### config.mk
export PLATFORM = sky130hd
export DESIGN_NAME = bitset_with_rank_query
export DESIGN_NICKNAME = d
export VERILOG_FILES = /design/src/brq_pkg.sv /design/src/bitset_with_rank_query.sv
export VERILOG_INCLUDE_DIRS = /design/src /design/src/src
export SDC_FILE = /design/constraint.sdc
export NUM_CORES = 2
export LEC_CHECK = 0
export BUFFER_PORTS_ARGS = -buffer_cell sky130_fd_sc_hd__buf_4
export CAP_MARGIN = 40
export CORE_MARGIN = 1
export CORE_UTILIZATION = 35
export DETAILED_ROUTE_END_ITERATION = 10
export PLACE_DENSITY = 0.55
export SYNTH_ARGS = -nofsm -noshare
export SYNTH_HDL_FRONTEND = slang
export SYNTH_SLANG_ARGS = --single-unit
### constraint.sdc
create_clock -name clk_i -period 9.6 [get_ports clk_i]
set_input_delay 0.48 -clock clk_i [delete_from_list [all_inputs] [get_ports clk_i]]
set_output_delay 0.48 -clock clk_i [all_outputs]
set_load 0.05 [all_outputs]
### src/bitset_with_rank_query_assert.svh
// assertion macros for the bitset with rank query block
// expects clk_i and rst_ni in the scope of every use
`ifndef BITSET_WITH_RANK_QUERY_ASSERT_SVH
`define BITSET_WITH_RANK_QUERY_ASSERT_SVH

// checked outside reset only
`define BRQ_ASSERT(lbl, prop, msg) \
  lbl: assert property (@(posedge clk_i) disable iff (!rst_ni) prop) else $error(msg);

// checked on every edge, reset included
`define BRQ_ASSERT_ALWAYS(lbl, prop, msg) \
  lbl: assert property (@(posedge clk_i) prop) else $error(msg);

`endif

### src/brq_pkg.sv
// types, constants and the popcount function of the bitset with rank query block
// no dependencies
package brq_pkg;

  localparam int NumBits  = 1024;
  localparam int WordBits = 64;   // power of two
  localparam int NumWords = (NumBits + WordBits - 1) / WordBits;
  localparam int WordIdxW = $clog2(NumWords);
  localparam int WalkW    = $clog2(NumWords + 1);
  localparam int BitIdxW  = $clog2(WordBits);
  localparam int TallyW   = $clog2(WordBits + 1);
  localparam int KindW    = 3;
  localparam int IndexW   = 11;
  localparam int RankW    = 11;

  typedef enum logic [KindW-1:0] {
    KindClear     = 3'd0,
    KindSet       = 3'd1,
    KindReset     = 3'd2,
    KindRead      = 3'd3,
    KindRank      = 3'd4,
    KindRankIfSet = 3'd5
  } kind_e;

  typedef enum logic [1:0] {
    StIdle,
    StExec,
    StWalk,
    StPart
  } state_e;

  typedef logic [WordBits-1:0] word_t;
  typedef logic [TallyW-1:0]   tally_t;

  // adder tree, one level per halving
  function automatic tally_t pop_count(word_t v);
    tally_t s [WordBits];
    for (int i = 0; i < WordBits; i++) begin
      s[i] = tally_t'(v[i]);
    end
    for (int step = 1; step < WordBits; step = step * 2) begin
      for (int i = 0; i + step < WordBits; i = i + 2 * step) begin
        s[i] = s[i] + s[i + step];
      end
    end
    return s[0];
  endfunction

endpackage

### src/bitset_with_rank_query.sv
// bitset with per-word set-bit tallies and rank queries, top level
// depends on brq_pkg and bitset_with_rank_query_assert.svh
//
// one word per start: kind_i and index_i are taken at a rising edge with start_i high and
// busy_o low. clear all, set, reset, read, bad kinds and absent ranks end in the exec
// state; other ranks go on through the walk and part states, since the sum of whole words
// goes through one adder that takes one word tally per cycle, and the part state adds the
// masked popcount of the partial word. the result is shown for exactly one cycle with
// valid_o high, in the first cycle with busy_o low; it cannot be held off, so capture it
// then. a new start may be given in that same cycle. bit_value_o is the indexed bit
// before the operation (0 for clear all), rank_o the set bits strictly below index_i,
// absent_o flags a bad kind, an index out of range (above 1024 for rank, 1024 and up
// otherwise) or a rank if set on a clear bit. the bit store and tallies reset to zero.
`include "bitset_with_rank_query_assert.svh"

module bitset_with_rank_query (
  input  logic                        clk_i,
  input  logic                        rst_ni,
  input  logic                        start_i,
  input  logic [brq_pkg::KindW-1:0]   kind_i,
  input  logic [brq_pkg::IndexW-1:0]  index_i,
  output logic                        busy_o,
  output logic                        valid_o,
  output logic                        bit_value_o,
  output logic [brq_pkg::RankW-1:0]   rank_o,
  output logic                        absent_o
);
  import brq_pkg::*;

  // sequencer
  state_e state_q, state_d;

  // captured command word
  logic [KindW-1:0]  kind_q, kind_d;
  logic [IndexW-1:0] index_q, index_d;

  // bit store and per-word tallies, flops so clear all and reset can zero every word at once
  word_t  words_q [NumWords];
  word_t  words_d [NumWords];
  tally_t tallies_q [NumWords];
  tally_t tallies_d [NumWords];

  // tally walk: word counter and running sum
  logic [WalkW-1:0] walk_q, walk_d;
  logic [RankW-1:0] sum_q, sum_d;
  logic             cur_q, cur_d;

  // result registers
  logic             valid_q, valid_d;
  logic             bit_value_q, bit_value_d;
  logic [RankW-1:0] rank_q, rank_d;
  logic             absent_q, absent_d;

  // index decode
  logic [IndexW-1:0]   word_sel_full;
  logic [WordIdxW-1:0] word_sel;
  logic [BitIdxW-1:0]  bit_sel;
  logic                in_range;
  logic                rank_ok;
  word_t               sel_word;
  word_t               bit_mask;
  word_t               part_mask;
  logic                cur;
  logic [WalkW-1:0]    walk_lim;
  tally_t              part_cnt;
  tally_t              walk_tally;
  logic                go_walk;

  assign word_sel_full = IndexW'(index_q / WordBits);
  assign word_sel      = word_sel_full[WordIdxW-1:0];
  assign bit_sel       = BitIdxW'(index_q % WordBits);
  assign in_range      = index_q < IndexW'(NumBits);
  assign rank_ok       = index_q <= IndexW'(NumBits);
  assign sel_word      = words_q[word_sel];
  assign bit_mask      = word_t'(1) << bit_sel;
  assign part_mask     = bit_mask - word_t'(1);
  assign cur           = in_range & sel_word[bit_sel];
  // whole words below the index; at most all words for a valid rank
  assign walk_lim      = WalkW'(word_sel_full);
  assign part_cnt      = pop_count(sel_word & part_mask);
  assign walk_tally    = tallies_q[walk_q[WordIdxW-1:0]];

  // rank kinds that go on to the tally walk
  assign go_walk = ((kind_q == KindRank) && rank_ok) ||
                   ((kind_q == KindRankIfSet) && cur);

  // next state
  always_comb begin
    state_d = state_q;
    case (state_q)
      StIdle: begin
        if (start_i) begin
          state_d = StExec;
        end
      end
      StExec: begin
        state_d = go_walk ? StWalk : StIdle;
      end
      StWalk: begin
        if (walk_q == walk_lim) begin
          state_d = StPart;
        end
      end
      StPart: begin
        state_d = StIdle;
      end
      default: begin
        state_d = StIdle;
      end
    endcase
  end

  // datapath and results
  always_comb begin
    kind_d      = kind_q;
    index_d     = index_q;
    words_d     = words_q;
    tallies_d   = tallies_q;
    walk_d      = walk_q;
    sum_d       = sum_q;
    cur_d       = cur_q;
    valid_d     = 1'b0;
    bit_value_d = bit_value_q;
    rank_d      = rank_q;
    absent_d    = absent_q;
    case (state_q)
      StIdle: begin
        if (start_i) begin
          kind_d  = kind_i;
          index_d = index_i;
        end
      end
      StExec: begin
        walk_d      = '0;
        sum_d       = '0;
        cur_d       = cur;
        // default result: bad word, nothing changes
        valid_d     = !go_walk;
        bit_value_d = 1'b0;
        rank_d      = '0;
        absent_d    = 1'b1;
        case (kind_q)
          KindClear: begin
            for (int w = 0; w < NumWords; w++) begin
              words_d[w]   = '0;
              tallies_d[w] = '0;
            end
            absent_d = 1'b0;
          end
          KindSet: begin
            if (in_range) begin
              bit_value_d = cur;
              absent_d    = 1'b0;
              if (!cur) begin
                words_d[word_sel]   = sel_word | bit_mask;
                tallies_d[word_sel] = tally_t'(tallies_q[word_sel] + 1'b1);
              end
            end
          end
          KindReset: begin
            if (in_range) begin
              bit_value_d = cur;
              absent_d    = 1'b0;
              if (cur) begin
                words_d[word_sel]   = sel_word & ~bit_mask;
                tallies_d[word_sel] = tally_t'(tallies_q[word_sel] - 1'b1);
              end
            end
          end
          KindRead: begin
            if (in_range) begin
              bit_value_d = cur;
              absent_d    = 1'b0;
            end
          end
          KindRank, KindRankIfSet: begin
            // out of range or clear bit keeps the default; else the walk follows
          end
          default: begin
          end
        endcase
      end
      StWalk: begin
        if (walk_q != walk_lim) begin
          sum_d  = sum_q + RankW'(walk_tally);
          walk_d = walk_q + 1'b1;
        end
      end
      StPart: begin
        valid_d     = 1'b1;
        bit_value_d = cur_q;
        rank_d      = sum_q + (in_range ? RankW'(part_cnt) : RankW'(0));
        absent_d    = 1'b0;
      end
      default: begin
      end
    endcase
  end

  // control state and store
  always_ff @(posedge clk_i or negedge rst_ni) begin
    if (!rst_ni) begin
      state_q   <= StIdle;
      valid_q   <= 1'b0;
      words_q   <= '{default: '0};
      tallies_q <= '{default: '0};
    end else begin
      state_q   <= state_d;
      valid_q   <= valid_d;
      words_q   <= words_d;
      tallies_q <= tallies_d;
    end
  end

  // payload, no reset
  always_ff @(posedge clk_i) begin
    kind_q      <= kind_d;
    index_q     <= index_d;
    walk_q      <= walk_d;
    sum_q       <= sum_d;
    cur_q       <= cur_d;
    bit_value_q <= bit_value_d;
    rank_q      <= rank_d;
    absent_q    <= absent_d;
  end

  assign busy_o      = state_q != StIdle;
  assign valid_o     = valid_q;
  assign bit_value_o = bit_value_q;
  assign rank_o      = rank_q;
  assign absent_o    = absent_q;

  `BRQ_ASSERT(a_accept_busy, (start_i && !busy_o) |=> busy_o, "accepted word did not raise busy")
  `BRQ_ASSERT_ALWAYS(a_valid_pulse, valid_o |=> !valid_o, "result strobe longer than one cycle")
  `BRQ_ASSERT(a_absent_clean, (valid_o && absent_o) |-> (rank_o == '0 && !bit_value_o), "absent result carries data")
  `BRQ_ASSERT(a_rank_bound, valid_o |-> (rank_o <= RankW'(NumBits)), "rank above vector size")
  `BRQ_ASSERT(a_tally_exact, (state_q == StIdle) |-> (tallies_q[0] == pop_count(words_q[0])), "word tally out of step")
  `BRQ_ASSERT_ALWAYS(a_walk_bound, (state_q == StWalk) |-> (walk_q <= walk_lim), "tally walk overran")

endmodule

==> summary.txt <==
Cells and area
  – Utilization of the core after routing: 0.390
  – Fin nets: 6966
  – Synthesis-to-finish area growth: 10.6%
  – Share of layout cells above drive strength 1: 0.229

Synthesis
  – Post-synth top area cell: dfrtp_1
  – Net Count, Synth: 7277
  – Register area share after synthesis: 0.398
  – Top cells by count, synth: 1194 x a21oi_1, 1139 x dfrtp_1, 1002 x o22ai_1
  – Post-synth top flop: dfrtp_1
  – Synth unique cells: 93
  – Synth Register Bits: 1183
  – Async SR Flop Fraction: 0.963
  – Syn. warnings: 0
  – Gate Count Post-Synth: 7171
  – Number of enable flip-flop cells after synthesis: 44
  – Synth top area cells: dfrtp_1 38%, mux2_4 11%, o22ai_1 8.4%
  – Avg Cell Area, Syn: 10.5 µm²
  – Post-Syn Area: 75000 µm²
  – Top-area cell type share of the netlist area: 0.380
  – Dominant cell by count in the synthesized netlist: a21oi_1

Floorplan
  – Chip Width: 465 µm
  – Io pins: 32
  – Core area: 213000 µm²
  – Die extent in y: 465 µm
  – Starting Density: 0.353
  – Row cnt: 169
  – Die area: 216000 µm²

Clocking
  – Clk root buf: clkbuf_16
  – CTS tree: built
  – Max clock buf depth: 3
  – H-tree levels: 4
  – Total CTS buffers: 142
  – CTS sink cnt: 1183
  – Worst-Skew Late Latency: 0.84 ns
  – CTS clock-pin slew for the worst setup and hold paths: 0.06 ns
  – Postcts setup bufs: 0

Pwr
  – Power Total: 15.0 mW
  – Power Density: 181 nW/µm²
  – Peak VDD IR: 0.175 mV
  – Leak pwr: 34.9 nW

Timing
  – Final Cycle Share: 0.962
  – Fin Setup TNS: 0 ns
  – Worst setup margin: 0.362 ns
  – Fmax achieved: 0.108 GHz
  – Count of final hold-check violations: 0
  – Slew HR: -0.0661
  – RSZ-0062 raised after global routing: false
  – Final setup fails: 0
  – Fin. max-slew vios: 54
  – Skew final: 0.0355 ns
  – Fin Hold WS: 0.204 ns
  – Min Tclk post-route: 9.24 ns
  – Worst Tran Pin Value: 1.60 ns

Setup path
  – CP Data Arrival Time: 9.90 ns
  – CP max-delay cell: fa_1
  – R2R Path End: rank_o[10]$_SDFFCE_PN0P_
  – Crit-path leading delay family: adder cells
  – Crit path launch: index_q[7]$_DFFE_PP_
  – Crit path kind: flop to flop
  – CP startpoint kind: flop
  – Crit path buffers/inverters: 3
  – R2R Path Start: index_q[7]$_DFFE_PP_
  – Worst stage delay on the critical path: 0.62 ns
  – WP depth: 28
  – Critical path endpoint: rank_o[10]$_SDFFCE_PN0P_
  – CP Data Required Time: 10.26 ns
  – Reg2Reg Setup Slack: 0.36 ns
  – CP max FO: 12
  – Reg2Reg Depth: 28
  – Most used cell along the critical path: fa_1
  – CP Capture Type: flop

Job
  – Max Cap Violations: 0

Status
  – Status: complete, but fails checks
  – Failing checks: max-slew violations

Placed design
  – Routability cong.: 0.970
  – Hpwl dp: 165000 µm
  – Port Buf Inserts: 31
  – Dpl ws: 0.286 ns

Detailed routing
  – DRC errors left: 0
  – Vias per cell: 6.40
  – Drt wl/cell: 29.1 µm
  – Routed via count: 62600
  – Initial DRC count: 7985
  – Antenna Nets Post-Route: 0
  – DR pass1 iterations: 7
  – Total wire length: 285000 µm

Global routing
  – Remaining Overflow, GRT: 0
  – Pin count of the biggest net entering global routing: 221
  – Global-route wire length before repair: 422000 µm
  – Initial antenna violation count: 5
  – Total GRT Usage: 0.257
  – Vias in the first global route: 61000

Hold path
  – Hold Path Class: input port to flop
-- worst reg2reg max path: cells and delay by family (launching register included) --
family,cells,cell delay (ns)
mux,3,1.38
simple gates,5,0.80
buf+inv,3,0.53
fa+ha+maj,11,5.10
flops,1,0.38
compound gates,6,0.90
-- logic make-up after synthesis --
| logic type | after synthesis | share of synthesized area |
|---|---|---|
| adder cells (fa/ha/maj) | 89 | 0.0205 |
| buffers and inverters | 938 | 0.0703 |
| other | 1 | 0.0000500 |
| AO/OA/AOI/OAI | 2753 | 0.217 |
| XOR/XNOR | 48 | 0.00561 |
| AND/OR/NAND/NOR | 1118 | 0.0625 |
| flip-flops | 1183 | 0.398 |
| multiplexers | 1041 | 0.226 |
-- worst min path at each step --
stage	from	end	slack, ns	cells past startpoint
floorplan	rst_ni	async pin	0.18	0
global placement	words_q[800]$_DFFE_PN0P_	words_q[800]$_DFFE_PN0P_	0.49	1
detailed placement	words_q[783]$_DFFE_PN0P_	words_q[783]$_DFFE_PN0P_	0.51	1
CTS	start_i	kind_q[2]$_DFFE_PP_	0.16	3
global route	start_i	kind_q[2]$_DFFE_PP_	0.21	3
finish	start_i	kind_q[2]$_DFFE_PP_	0.20	3
-- report_power, final --
| part | total [mW] | switching, mW | internal, mW | leakage [nW] |
|---|---|---|---|---|
| Sequential | 5.48 | 0.215 | 5.26 | 16.3 |
| Clock | 5.68 | 2.33 | 3.35 | 2.39 |
| Combinational | 3.81 | 2.31 | 1.50 | 16.2 |
| Total | 15.0 | 4.86 | 10.1 | 34.9 |
-- state kept, by name, summed over array words and instances (netlist names), named ones only --
signal,cells
index_q,11
state_q,1
sum_q,11
absent_o,1
bit_value_o,1
valid_o,1
kind_q,3
walk_q,5
cur_q,1
words_q,1024
tallies_q,112
rank_o,11
-- per-stage QoR --
step / cell area [µm²] / cells
final: 82900 / 9793
after global routing: 82900 / 9791
after CTS: 82900 / 9791
after detailed placement: 77900 / 9522
after global placement: 77100 / 9458
after floorplan: 75000 / 7171
-- layer usage --
layer | share of wire | routed length [µm] | track usage
met1 | 0.42 | 118000 | 0.353
met4 | 0.052 | 14900 | 0.125
met3 | 0.084 | 23800 | 0.0439
met2 | 0.45 | 128000 | 0.391
met5 | 0.000074 | 21 | 0
-- cell type report --
type / instances / area (µm²)
Fill cell: 20400 / 130000
Multi-Input combinational cell: 5050 / 40500
Sequential cell: 1183 / 29800
Clock buffer: 215 / 4350
Timing Repair Buffer: 413 / 3950
Tap cell: 2821 / 3530
Clock inverter: 39 / 508
Inverter: 70 / 263
Antenna cell: 2 / 5.00
-- cells in the final DEF (no fill, tap or decap), types with 44 or more instances in the layout --
cell	netlist	final
a21oi_1	1194	1190
fa_1	56	56
o2111ai_1	80	80
mux2_2	48	48
nand3_1	48	48
nor2_1	213	195
inv_1	68	68
mux2i_1	144	135
dfrtp_1	1139	1139
buf_4	43	330
a22oi_1	59	59
edfxtp_1	44	44
o21ai_0	170	166
nand2_1	695	694
mux2_4	559	559
clkbuf_16	0	150
buf_12	69	45
o22ai_1	1002	1002
mux4_2	274	274
-- what timing repair did --
action	CTS	global route
hold buffers	15	0
endpoints found under the hold margin	94	0
endpoints found under the setup margin	0	3
gates resized for setup	0	6
No activity file was read; power rests on OpenSTA's default activity.
